### src/design/zls_pkg.sv
// Package for the zone latency statistics block.
// Holds the sequencer states, the entry layout, divider interface structs and constants.
// No dependencies; used by zls_div and zone_latency_statistics.
package zls_pkg;

    // Nanoseconds per millisecond tick scale (fits in 20 bits)
    localparam int          SCALE_W  = 20;
    localparam logic [19:0] NS_SCALE = 20'd1000000;

    // Field widths
    localparam int ZONE_W = 6;
    localparam int TS_W   = 64;
    localparam int STAT_W = 64;
    localparam int KHZ_W  = 32;

    // Configuration register indexes
    localparam logic CFG_ENABLE  = 1'b0;
    localparam logic CFG_TSC_KHZ = 1'b1;

    // One zone entry as it sits in the table
    typedef struct packed {
        logic [STAT_W-1:0] most;
        logic [STAT_W-1:0] least;
        logic [STAT_W-1:0] sum;
        logic [STAT_W-1:0] count;
    } entry_t;

    // Divider control and status
    typedef struct packed {
        logic              start;
        logic [TS_W-1:0]   dividend;
        logic [KHZ_W-1:0]  divisor;
    } div_ctrl_t;

    typedef struct packed {
        logic              busy;
        logic              done;
        logic [TS_W-1:0]   quotient;
    } div_stat_t;

    // Item sequencer
    typedef enum logic [2:0] {
        ST_IDLE,
        ST_MUL_LO,
        ST_MUL_HI,
        ST_SCALE,
        ST_DIV,
        ST_READ,
        ST_UPDATE,
        ST_EMIT
    } zls_state_t;

endpackage

### src/design/zls_div.sv
// Restoring divider, 64-bit dividend by 32-bit divisor, one quotient bit per cycle.
// Depends on zls_pkg for the control and status structs.
module zls_div (
    input  logic                aclk,
    input  logic                aresetn,
    input  zls_pkg::div_ctrl_t  ctrl,
    output zls_pkg::div_stat_t  stat
);

    localparam int STEPS = zls_pkg::TS_W;
    localparam int CNT_W = $clog2(STEPS + 1);
    localparam logic [CNT_W-1:0] LAST_STEP = CNT_W'(STEPS - 1);

    logic [zls_pkg::TS_W-1:0]  quot_reg;
    logic [zls_pkg::KHZ_W-1:0] rem_reg;
    logic [zls_pkg::KHZ_W-1:0] dvsr_reg;
    logic [CNT_W-1:0]          cnt_reg;
    logic                      busy_reg;
    logic                      done_reg;

    logic [zls_pkg::KHZ_W:0]   trial;
    logic                      fits;
    logic [zls_pkg::KHZ_W:0]   diff;

    // One trial subtraction per cycle
    always_comb begin
        trial = {rem_reg, quot_reg[zls_pkg::TS_W-1]};
        diff  = trial - {1'b0, dvsr_reg};
        fits  = (trial >= {1'b0, dvsr_reg});
    end

    // Control: step counter and done pulse
    always_ff @(posedge aclk) begin
        if (!aresetn) begin
            busy_reg <= 1'b0;
            done_reg <= 1'b0;
            cnt_reg  <= '0;
        end else begin
            done_reg <= 1'b0;
            if (ctrl.start) begin
                busy_reg <= 1'b1;
                cnt_reg  <= '0;
            end else if (busy_reg) begin
                cnt_reg <= cnt_reg + 1'b1;
                if (cnt_reg == LAST_STEP) begin
                    busy_reg <= 1'b0;
                    done_reg <= 1'b1;
                end
            end
        end
    end

    // Datapath: dividend shifts out the top, quotient bits shift in the bottom
    always_ff @(posedge aclk) begin
        if (ctrl.start) begin
            quot_reg <= ctrl.dividend;
            rem_reg  <= '0;
            dvsr_reg <= ctrl.divisor;
        end else if (busy_reg) begin
            quot_reg <= {quot_reg[zls_pkg::TS_W-2:0], fits};
            rem_reg  <= fits ? diff[zls_pkg::KHZ_W-1:0] : trial[zls_pkg::KHZ_W-1:0];
        end
    end

    assign stat.busy     = busy_reg;
    assign stat.done     = done_reg;
    assign stat.quotient = quot_reg;

endmodule

### config.mk
export PLATFORM = sky130hd
export DESIGN_NAME = zls_div
export DESIGN_NICKNAME = d
export VERILOG_FILES = /design/src/design/zls_pkg.sv /design/src/design/zls_div.sv
export SDC_FILE = /design/constraint.sdc
export NUM_CORES = 1
export LEC_CHECK = 0
export BUFFER_PORTS_ARGS = -buffer_cell sky130_fd_sc_hd__buf_2
export CAP_MARGIN = 30
export CORE_UTILIZATION = 35
export DETAILED_ROUTE_END_ITERATION = 7
export GPL_TIMING_DRIVEN = 0
export SLEW_MARGIN = 40
export SYNTH_ARGS = -nofsm -noshare
export SYNTH_HDL_FRONTEND = slang
export SYNTH_SLANG_ARGS = --single-unit
### constraint.sdc
create_clock -name aclk -period 3.95 [get_ports aclk]
set_clock_uncertainty 0.15 [all_clocks]
set_input_delay 0.1975 -clock aclk [delete_from_list [all_inputs] [get_ports aclk]]
set_output_delay 0.1975 -clock aclk [all_outputs]
set_load 0.05 [all_outputs]
==> results of run 1 <==
[logic make-up after synthesis]
| family | Yosys count | share of synthesized area |
|---|---|---|
| flops | 137 | 0.498 |
| mux | 74 | 0.110 |
| xor+xnor | 30 | 0.0354 |
| compound gates | 151 | 0.139 |
| fa+ha+maj | 34 | 0.0583 |
| buf+inv | 80 | 0.0470 |
| simple gates | 171 | 0.111 |
[what timing repair did]
| item | 4_1_cts | 5_1_grt |
|---|---|---|
| hold buffers | 97 | 0 |
| setup buffers | 0 | 0 |
| resized for setup | 0 | 0 |
| endpoints found under the hold margin | 97 | 0 |
[cells in the mapped netlist, types with 17 or more instances]
| cell type | number |
|---|---|
| sky130_fd_sc_hd__o21ai_0 | 19 |
| sky130_fd_sc_hd__a21oi_1 | 48 |
| sky130_fd_sc_hd__nor2_1 | 62 |
| sky130_fd_sc_hd__a211oi_1 | 23 |
| sky130_fd_sc_hd__inv_1 | 42 |
| sky130_fd_sc_hd__ha_1 | 33 |
| sky130_fd_sc_hd__nand2_1 | 37 |
| sky130_fd_sc_hd__edfxtp_1 | 96 |
| sky130_fd_sc_hd__dfxtp_1 | 41 |
| sky130_fd_sc_hd__xnor2_1 | 17 |
| sky130_fd_sc_hd__clkbuf_1 | 19 |
| sky130_fd_sc_hd__mux2_2 | 64 |
[layout by cell type, fill, tap and decap left out, types with 6 or more instances in the layout]
cell,Yosys,layout
sky130_fd_sc_hd__edfxtp_1,96,96
sky130_fd_sc_hd__a21oi_1,48,48
sky130_fd_sc_hd__nand3_1,11,11
sky130_fd_sc_hd__mux2i_1,10,10
sky130_fd_sc_hd__xnor2_1,17,17
sky130_fd_sc_hd__dlygate4sd3_1,0,97
sky130_fd_sc_hd__nor2b_1,8,8
sky130_fd_sc_hd__nor2_1,62,62
sky130_fd_sc_hd__inv_1,42,41
sky130_fd_sc_hd__mux2_2,64,64
sky130_fd_sc_hd__o21ai_0,19,19
sky130_fd_sc_hd__nand4_1,11,11
sky130_fd_sc_hd__a211oi_1,23,23
sky130_fd_sc_hd__xor2_1,13,13
sky130_fd_sc_hd__buf_2,6,169
sky130_fd_sc_hd__buf_4,5,6
sky130_fd_sc_hd__o21ai_1,7,7
sky130_fd_sc_hd__a21o_1,10,10
sky130_fd_sc_hd__nor3_1,12,12
sky130_fd_sc_hd__nand2_1,37,37
sky130_fd_sc_hd__clkbuf_1,19,19
sky130_fd_sc_hd__dfxtp_1,41,41
sky130_fd_sc_hd__ha_1,33,33
sky130_fd_sc_hd__nand2b_1,13,13
sky130_fd_sc_hd__clkbuf_16,0,17
[how the worst min path moves through the flow]
stage	endpoint	startpoint	slack (ps)	cells after the start
after global routing	dvsr_reg[13]$_DFFE_PP_	ctrl[96]	120	1
after CTS	dvsr_reg[13]$_DFFE_PP_	ctrl[96]	280	1
after floorplan	dvsr_reg[0]$_DFFE_PP_	ctrl[0]	150	0
after global placement	dvsr_reg[0]$_DFFE_PP_	ctrl[0]	230	1
final	dvsr_reg[13]$_DFFE_PP_	ctrl[96]	100	1
after detailed placement	dvsr_reg[12]$_DFFE_PP_	ctrl[12]	230	1
[power by group]
group          switching [W]  internal [W]
logic               0.000662      0.000392
clock network       0.000712      0.000958
registers          0.0000682       0.00168
total                0.00144       0.00303
[final cells by class]
type / instances / area (µm²) / area share
repair buffers: 262 / 1810 / 0.178
flip-flops and latches: 137 / 3700 / 0.363
inverters: 42 / 160 / 0.0157
clock buffers: 17 / 425 / 0.0417
well taps: 270 / 338 / 0.0331
plain buffers: 38 / 191 / 0.0188
multi-input cells: 460 / 3380 / 0.331
clock inverters: 15 / 184 / 0.0180
[per-stage QoR]
stage               TNS (ps)  worst slack, ps
CTS                        0              540
finish                     0              557
global placement      -70940            -1110
detailed placement         0              132
global route               0              247
floorplan                  0              828
[routing by layer]
layer | wire, µm | vias to the layer above | global-route usage
li1 | - | 3048 | -
met1 | 8970 | 2899 | 0.237
met2 | 9900 | 210 | 0.327
met4 | 269 | 0 | 0.0619
met5 | 0 | - | 0
met3 | 1280 | 22 | 0.0519
==> summary.log, run 1 <==
INFO  layout         flow.area_growth_from_synthesis=37.2%
INFO  worst_setup_path timing.rr.end=rem_reg[28]$_SDFFE_PP0P_
INFO  drt            drt-wirelength-per-cell=16.4µm
INFO  worst_setup_path crit_path_start=dvsr_reg[19]$_DFFE_PP_
INFO  cts            tritoncts=done
INFO  layout         antenna-diode-count=0
INFO  sta            slew-limit-headroom=0.465
INFO  synth          ys_dominant_reg_cell=sky130_fd_sc_hd__edfxtp_1
INFO  sta            fin_crit=3390ps
INFO  synth          synth-async-reset-ratio=0
INFO  worst_setup_path timing.critical_path.cells=inv_1, ha_1, clkbuf_1, a21oi_1, a21boi_0, nor3_1, a211oi_2, o31ai_4, buf_4, buf_6, nor3_1, mux2i_1, nand2_1
INFO  cts            cts_sinks=137
INFO  worst_setup_path timing.critical_path.depth=13
INFO  sta            setup_viol_count_final=0
INFO  worst_setup_path end_kind=flop
INFO  drt            vias=6179
INFO  die            fp.dieArea=21800µm²
INFO  sta            period_share=0.859
INFO  worst_setup_path cp_num_buf_inv=4
INFO  sta            holdWs=95.6ps
INFO  worst_setup_path cp_top_family=compound AO/OA/AOI/OAI gates
INFO  status         status=finished clean
INFO  layout         stdcell_count=1241
INFO  cts            clk_path_buf_depth=2
INFO  synth          ys.warnings.count=0
INFO  drt            antenna_violating_nets_post_route=0
INFO  placed_design  dpl_cell_area=8610µm²
INFO  synth          synthCells=677
INFO  worst_setup_path worst_path_max_delay_cell=sky130_fd_sc_hd__nor3_1
INFO  worst_setup_path critPathLaunchType=flop
INFO  die            die-height=148µm
INFO  worst_setup_path setup.worst_path.class=flop to flop
INFO  grt            via_count_of_the_first_global_routing_pass=6343
INFO  synth          synthesized_area_divided_by_synthesized_cell_count=11.0µm²
INFO  worst_setup_path crit_path_max_incr_delay=470ps
INFO  cts            cts-buffers-inserted=17
INFO  power_and_ir_drop peakVddDrop=0.000244V
INFO  cts            worst_skew_late_latency=440ps
INFO  grt            grt_start_max_net_pins=39
INFO  synth          synth_largest_area_cell=sky130_fd_sc_hd__edfxtp_1
INFO  sta            fmax=295MHz
INFO  synth          total_nets_after_synthesis=810
INFO  layout         post_route_cells_drive_above_1_share=0.296
INFO  layout         layout.cell_area.non_filler=10200µm²
INFO  layout         fillCellCount=1870
INFO  grt            overflow_left_after_global_routing=0
INFO  sta            timing_hold_violations_final=0
INFO  die            io-pin-count=165
INFO  placed_design  gp_routability_congestion=0.886
INFO  worst_setup_path critical_path_required=4110ps
INFO  placed_design  numPlacedInstances=1112
INFO  sta            rsz0062_at_grt=no
INFO  cts            cts-root-buf=sky130_fd_sc_hd__clkbuf_16
INFO  drt            drtPass1Iterations=7
INFO  drt            drt_first_iter_violations=334
INFO  synth          syn_area=7430µm²
INFO  synth          synth_enable_flop_cells=96
INFO  drt            routed_wirelength=20400µm
INFO  grt            number_of_antenna_violations_at_the_first_check_in_global_routing=0
INFO  cts            clk_pin_slew_worst_paths=70ps
INFO  layout         max_reg_flops=64
INFO  sta            slew_violations=0
INFO  power_and_ir_drop cellPowerDensity=439nW/µm²
INFO  drt            drc=0
INFO  synth          netlist_top_cells_area=sky130_fd_sc_hd__edfxtp_1 (39%), sky130_fd_sc_hd__dfxtp_1 (11%), sky130_fd_sc_hd__mux2_2 (9.7%)
INFO  worst_setup_path r2r_setup_slack=560ps
INFO  worst_setup_path crit_path_dat=3560ps
INFO  power_and_ir_drop leakage_power_total=4.27nW
INFO  worst_setup_path timing.rr.start=dvsr_reg[19]$_DFFE_PP_
INFO  worst_setup_path r2r.worst_path.cells=13
INFO  worst_setup_path worst_path_most_repeated_cell=sky130_fd_sc_hd__nor3_1
INFO  power_and_ir_drop finalPower=0.00447W
INFO  sta            max_slew.worst_pin.slew=800ps
INFO  grt            track_usage=0.193
INFO  cts            cts.htree.levels=4
INFO  run            max_cap_violations=0
INFO  die            std_cell_rows=52
INFO  grt            global_route_wire_length_before_repair=32500µm
INFO  die            start_util=0.363
INFO  synth          ys_ff_latch=137
INFO  worst_setup_path path_max_fanout=10
INFO  layout         nNetsFinal=1091
INFO  synth          ys_seq_area_frac=0.498
INFO  hold_path      min-delay-path-class=primary input to flop
INFO  die            core-area=20500µm²
INFO  synth          ys_types=61
INFO  die            die_x=148µm
INFO  synth          netlist.area_leader.share=0.388
INFO  layout         layout.core_utilization=0.497
INFO  placed_design  port-buffer-count=164
INFO  worst_setup_path endpoint=rem_reg[28]$_SDFFE_PP0P_
INFO  placed_design  post-dp-hpwl=14200µm
INFO  drt            post_drt_via_cell_ratio=4.98
(Power assumes the default switching activity.)
==> inputs of run 2 (changes only) <==
--- a/config.mk
+++ b/config.mk
@@ -10,6 +10,7 @@
 export CORE_UTILIZATION = 35
 export DETAILED_ROUTE_END_ITERATION = 7
 export GPL_TIMING_DRIVEN = 0
+export PLACE_DENSITY = 0.58
 export SLEW_MARGIN = 40
 export SYNTH_ARGS = -nofsm -noshare
 export SYNTH_HDL_FRONTEND = slang
==> summary.log, run 2 (same netlist as run 1, synthesis figures left out) <==
INFO  status         status=finished clean
INFO  layout         stdcell_count=1241 [unchanged]
INFO  drt            drt_first_iter_violations=283 [-15%]
INFO  drt            drtPass1Iterations=5 [-2]
INFO  worst_setup_path critical_path_required=4110ps [about the same]
INFO  layout         flow.area_growth_from_synthesis=36.7%
INFO  sta            timing_hold_violations_final=0 [unchanged]
INFO  placed_design  port-buffer-count=164 [unchanged]
INFO  layout         max_reg_flops=64 [unchanged]
INFO  cts            clk_path_buf_depth=2 [unchanged]
INFO  sta            rsz0062_at_grt=no
INFO  sta            setup_viol_count_final=0 [unchanged]
INFO  worst_setup_path r2r_setup_slack=510ps [-50 ps]
INFO  drt            post_drt_via_cell_ratio=4.97 [-0.26%]
INFO  power_and_ir_drop peakVddDrop=0.000268V [+9.8%]
INFO  drt            routed_wirelength=20000µm [-2.1%]
INFO  die            io-pin-count=165 [unchanged]
INFO  cts            tritoncts=done
INFO  layout         fillCellCount=1913 [+2.3%]
INFO  grt            overflow_left_after_global_routing=0 [unchanged]
INFO  placed_design  post-dp-hpwl=13800µm [-2.6%]
INFO  cts            post_cts_resize_count=0 [unchanged]
INFO  drt            drt-wirelength-per-cell=16.1µm [-2.1%]
INFO  grt            track_usage=0.190 [-0.00279]
INFO  die            die_x=148µm [unchanged]
INFO  die            std_cell_rows=52 [unchanged]
INFO  power_and_ir_drop cellPowerDensity=430nW/µm² [-1.9%]
INFO  die            core-area=20500µm² [unchanged]
INFO  sta            fmax=291MHz [-1.4%]
INFO  cts            worst_skew_late_latency=430ps [about the same]
INFO  layout         leading_cell_type_in_the_layout_fill_and_taps_excluded=sky130_fd_sc_hd__buf_2
INFO  worst_setup_path setup.worst_path.class=flop to flop
INFO  power_and_ir_drop power.share.switching=0.334 [+0.0115]
INFO  cts            cts-root-buf=sky130_fd_sc_hd__clkbuf_16
INFO  worst_setup_path crit_path_dat=3600ps [+40 ps]
INFO  power_and_ir_drop power.clock.fraction=0.360 [-0.013]
INFO  sta            period_share=0.871 [+0.0118]
INFO  power_and_ir_drop internal-power=0.00291W [-3.9%]
INFO  hold_path      min-delay-path-class=primary input to flop
INFO  sta            max_slew.worst_pin.slew=786ps [-13.9 ps]
INFO  layout         post_route_cells_drive_above_1_share=0.297 [+0.00103]
INFO  sta            slew_violations=0 [unchanged]
INFO  drt            drc=0 [unchanged]
INFO  grt            via_count_of_the_first_global_routing_pass=6345 [+0.032%]
INFO  placed_design  numPlacedInstances=1112 [unchanged]
INFO  layout         antenna-diode-count=0 [unchanged]
INFO  power_and_ir_drop leakage_power_total=4.25nW [-0.34%]
INFO  layout         layout.cells.most_common_list=sky130_fd_sc_hd__buf_2 (169), sky130_fd_sc_hd__dlygate4sd3_1 (97), sky130_fd_sc_hd__edfxtp_1 (96)
INFO  grt            number_of_antenna_violations_at_the_first_check_in_global_routing=0 [unchanged]
INFO  drt            vias=6163 [-0.26%]
INFO  sta            slew-limit-headroom=0.474 [+0.00931]
INFO  worst_setup_path critPathLaunchType=flop
INFO  power_and_ir_drop power.share.combinational=0.240 [+0.004]
INFO  worst_setup_path path_max_fanout=10 [unchanged]
INFO  cts            cts-buffers-inserted=17 [unchanged]
INFO  cts            cts_sinks=137 [unchanged]
INFO  placed_design  gp_routability_congestion=0.847 [-4.4%]
INFO  run            max_cap_violations=0 [unchanged]
INFO  drt            antenna_violating_nets_post_route=0 [unchanged]
INFO  grt            global_route_wire_length_before_repair=32200µm [-0.68%]
INFO  die            fp.dieArea=21800µm² [unchanged]
INFO  sta            fin_crit=3440ps [+46.7 ps]
INFO  layout         nNetsFinal=1091 [unchanged]
INFO  layout         layout.core_utilization=0.496 [-0.00165]
INFO  power_and_ir_drop fraction_of_power_consumed_by_sequential_logic=0.400 [+0.009]
INFO  power_and_ir_drop p_switching=0.00146W [+1.2%]
INFO  cts            cts_setup_buffers=0 [unchanged]
INFO  die            die-height=148µm [unchanged]
INFO  cts            clk_pin_slew_worst_paths=70ps [about the same]
INFO  grt            grt_start_max_net_pins=43 [+10%]
INFO  die            start_util=0.363 [unchanged]
INFO  worst_setup_path end_kind=flop
INFO  cts            cts.htree.levels=4 [unchanged]
==> run 2: cell count changes in the layout (fill, tap and decap cells not counted) <==
| cell | delta |
|---|---|
| sky130_fd_sc_hd__bufinv_16 | -2 |
| sky130_fd_sc_hd__clkinv_1 | -1 |
| sky130_fd_sc_hd__clkinv_2 | +1 |
| sky130_fd_sc_hd__clkinv_8 | +1 |
| sky130_fd_sc_hd__inv_6 | +1 |
==> run 2: per-layer routing <==
layer  GRT usage  vias up  wire (µm)
met2       0.306      213       9190
li1            -     3053          -
met1       0.240     2872       9000
met3      0.0633       25       1490
met5           0        -          0
met4      0.0593        0        310
==> run 2: cell type report <==
class,instances,area [µm²],area share
Tap cell,270,338,0.0333
Multi-Input combinational cell,460,3380,0.332
Buffer,38,191,0.0188
Clock inverter,15,150,0.0148
Sequential cell,137,3700,0.365
Timing Repair Buffer,262,1810,0.179
Clock buffer,17,425,0.0419
Inverter,42,160,0.0158
==> run 2: through the flow <==
| step | setup slack, ps | cell area, µm² | hold slack, ps | setup TNS, ps | power [W] |
|---|---|---|---|---|---|
| detailed placement | 143 | 8610 | 226 | 0 | 0.00274 |
| global route | 194 | 10200 | 112 | 0 | 0.00457 |
| global placement | -1110 | 8590 | 225 | -70830 | 0.00274 |
| CTS | 515 | 10200 | 274 | 0 | 0.00440 |
| finish | 511 | 10200 | 97.9 | 0 | 0.00437 |
| floorplan | 828 | 7430 | 146 | 0 | 0.00248 |
==> run 2: critical path: stages (launching register included) <==
cell	delay, ps
sky130_fd_sc_hd__edfxtp_1	440
sky130_fd_sc_hd__inv_1	90
sky130_fd_sc_hd__ha_1	230
sky130_fd_sc_hd__nor2b_1	140
sky130_fd_sc_hd__o2111ai_1	380
sky130_fd_sc_hd__a2111oi_4	160
sky130_fd_sc_hd__nor3_4	390
sky130_fd_sc_hd__a211oi_2	170
sky130_fd_sc_hd__o31ai_4	440
sky130_fd_sc_hd__buf_4	270
sky130_fd_sc_hd__buf_6	180
sky130_fd_sc_hd__nor3_1	60
sky130_fd_sc_hd__mux2i_1	150
sky130_fd_sc_hd__nand2_1	70
==> run 2: path summary, 6_finish.rpt <==
path	from	to	cells past startpoint
setup / recovery	dvsr_reg[1]$_DFFE_PP_	rem_reg[28]$_SDFFE_PP0P_	13
hold / removal	ctrl[96]	dvsr_reg[15]$_DFFE_PP_	1
setup reg to reg	dvsr_reg[1]$_DFFE_PP_	rem_reg[28]$_SDFFE_PP0P_	13
hold reg to reg	rem_reg[1]$_SDFFE_PP0P_	rem_reg[1]$_SDFFE_PP0P_	2
==> run 2: timing repair <==
item,in CTS,in global routing
endpoints found under the setup margin,0,0
endpoints found under the hold margin,97,0
hold buffers,97,0
==> run 2: power groups by stage <==
stage / combinational (W) / sequential (W) / clock (W)
after CTS: 0.00105 / 0.00175 / 0.00160
after global placement: 0.000964 / 0.00178 / 0
final: 0.00105 / 0.00175 / 0.00157
after global routing: 0.00114 / 0.00176 / 0.00167
after detailed placement: 0.000971 / 0.00177 / 0
after floorplan: 0.000478 / 0.00201 / 0
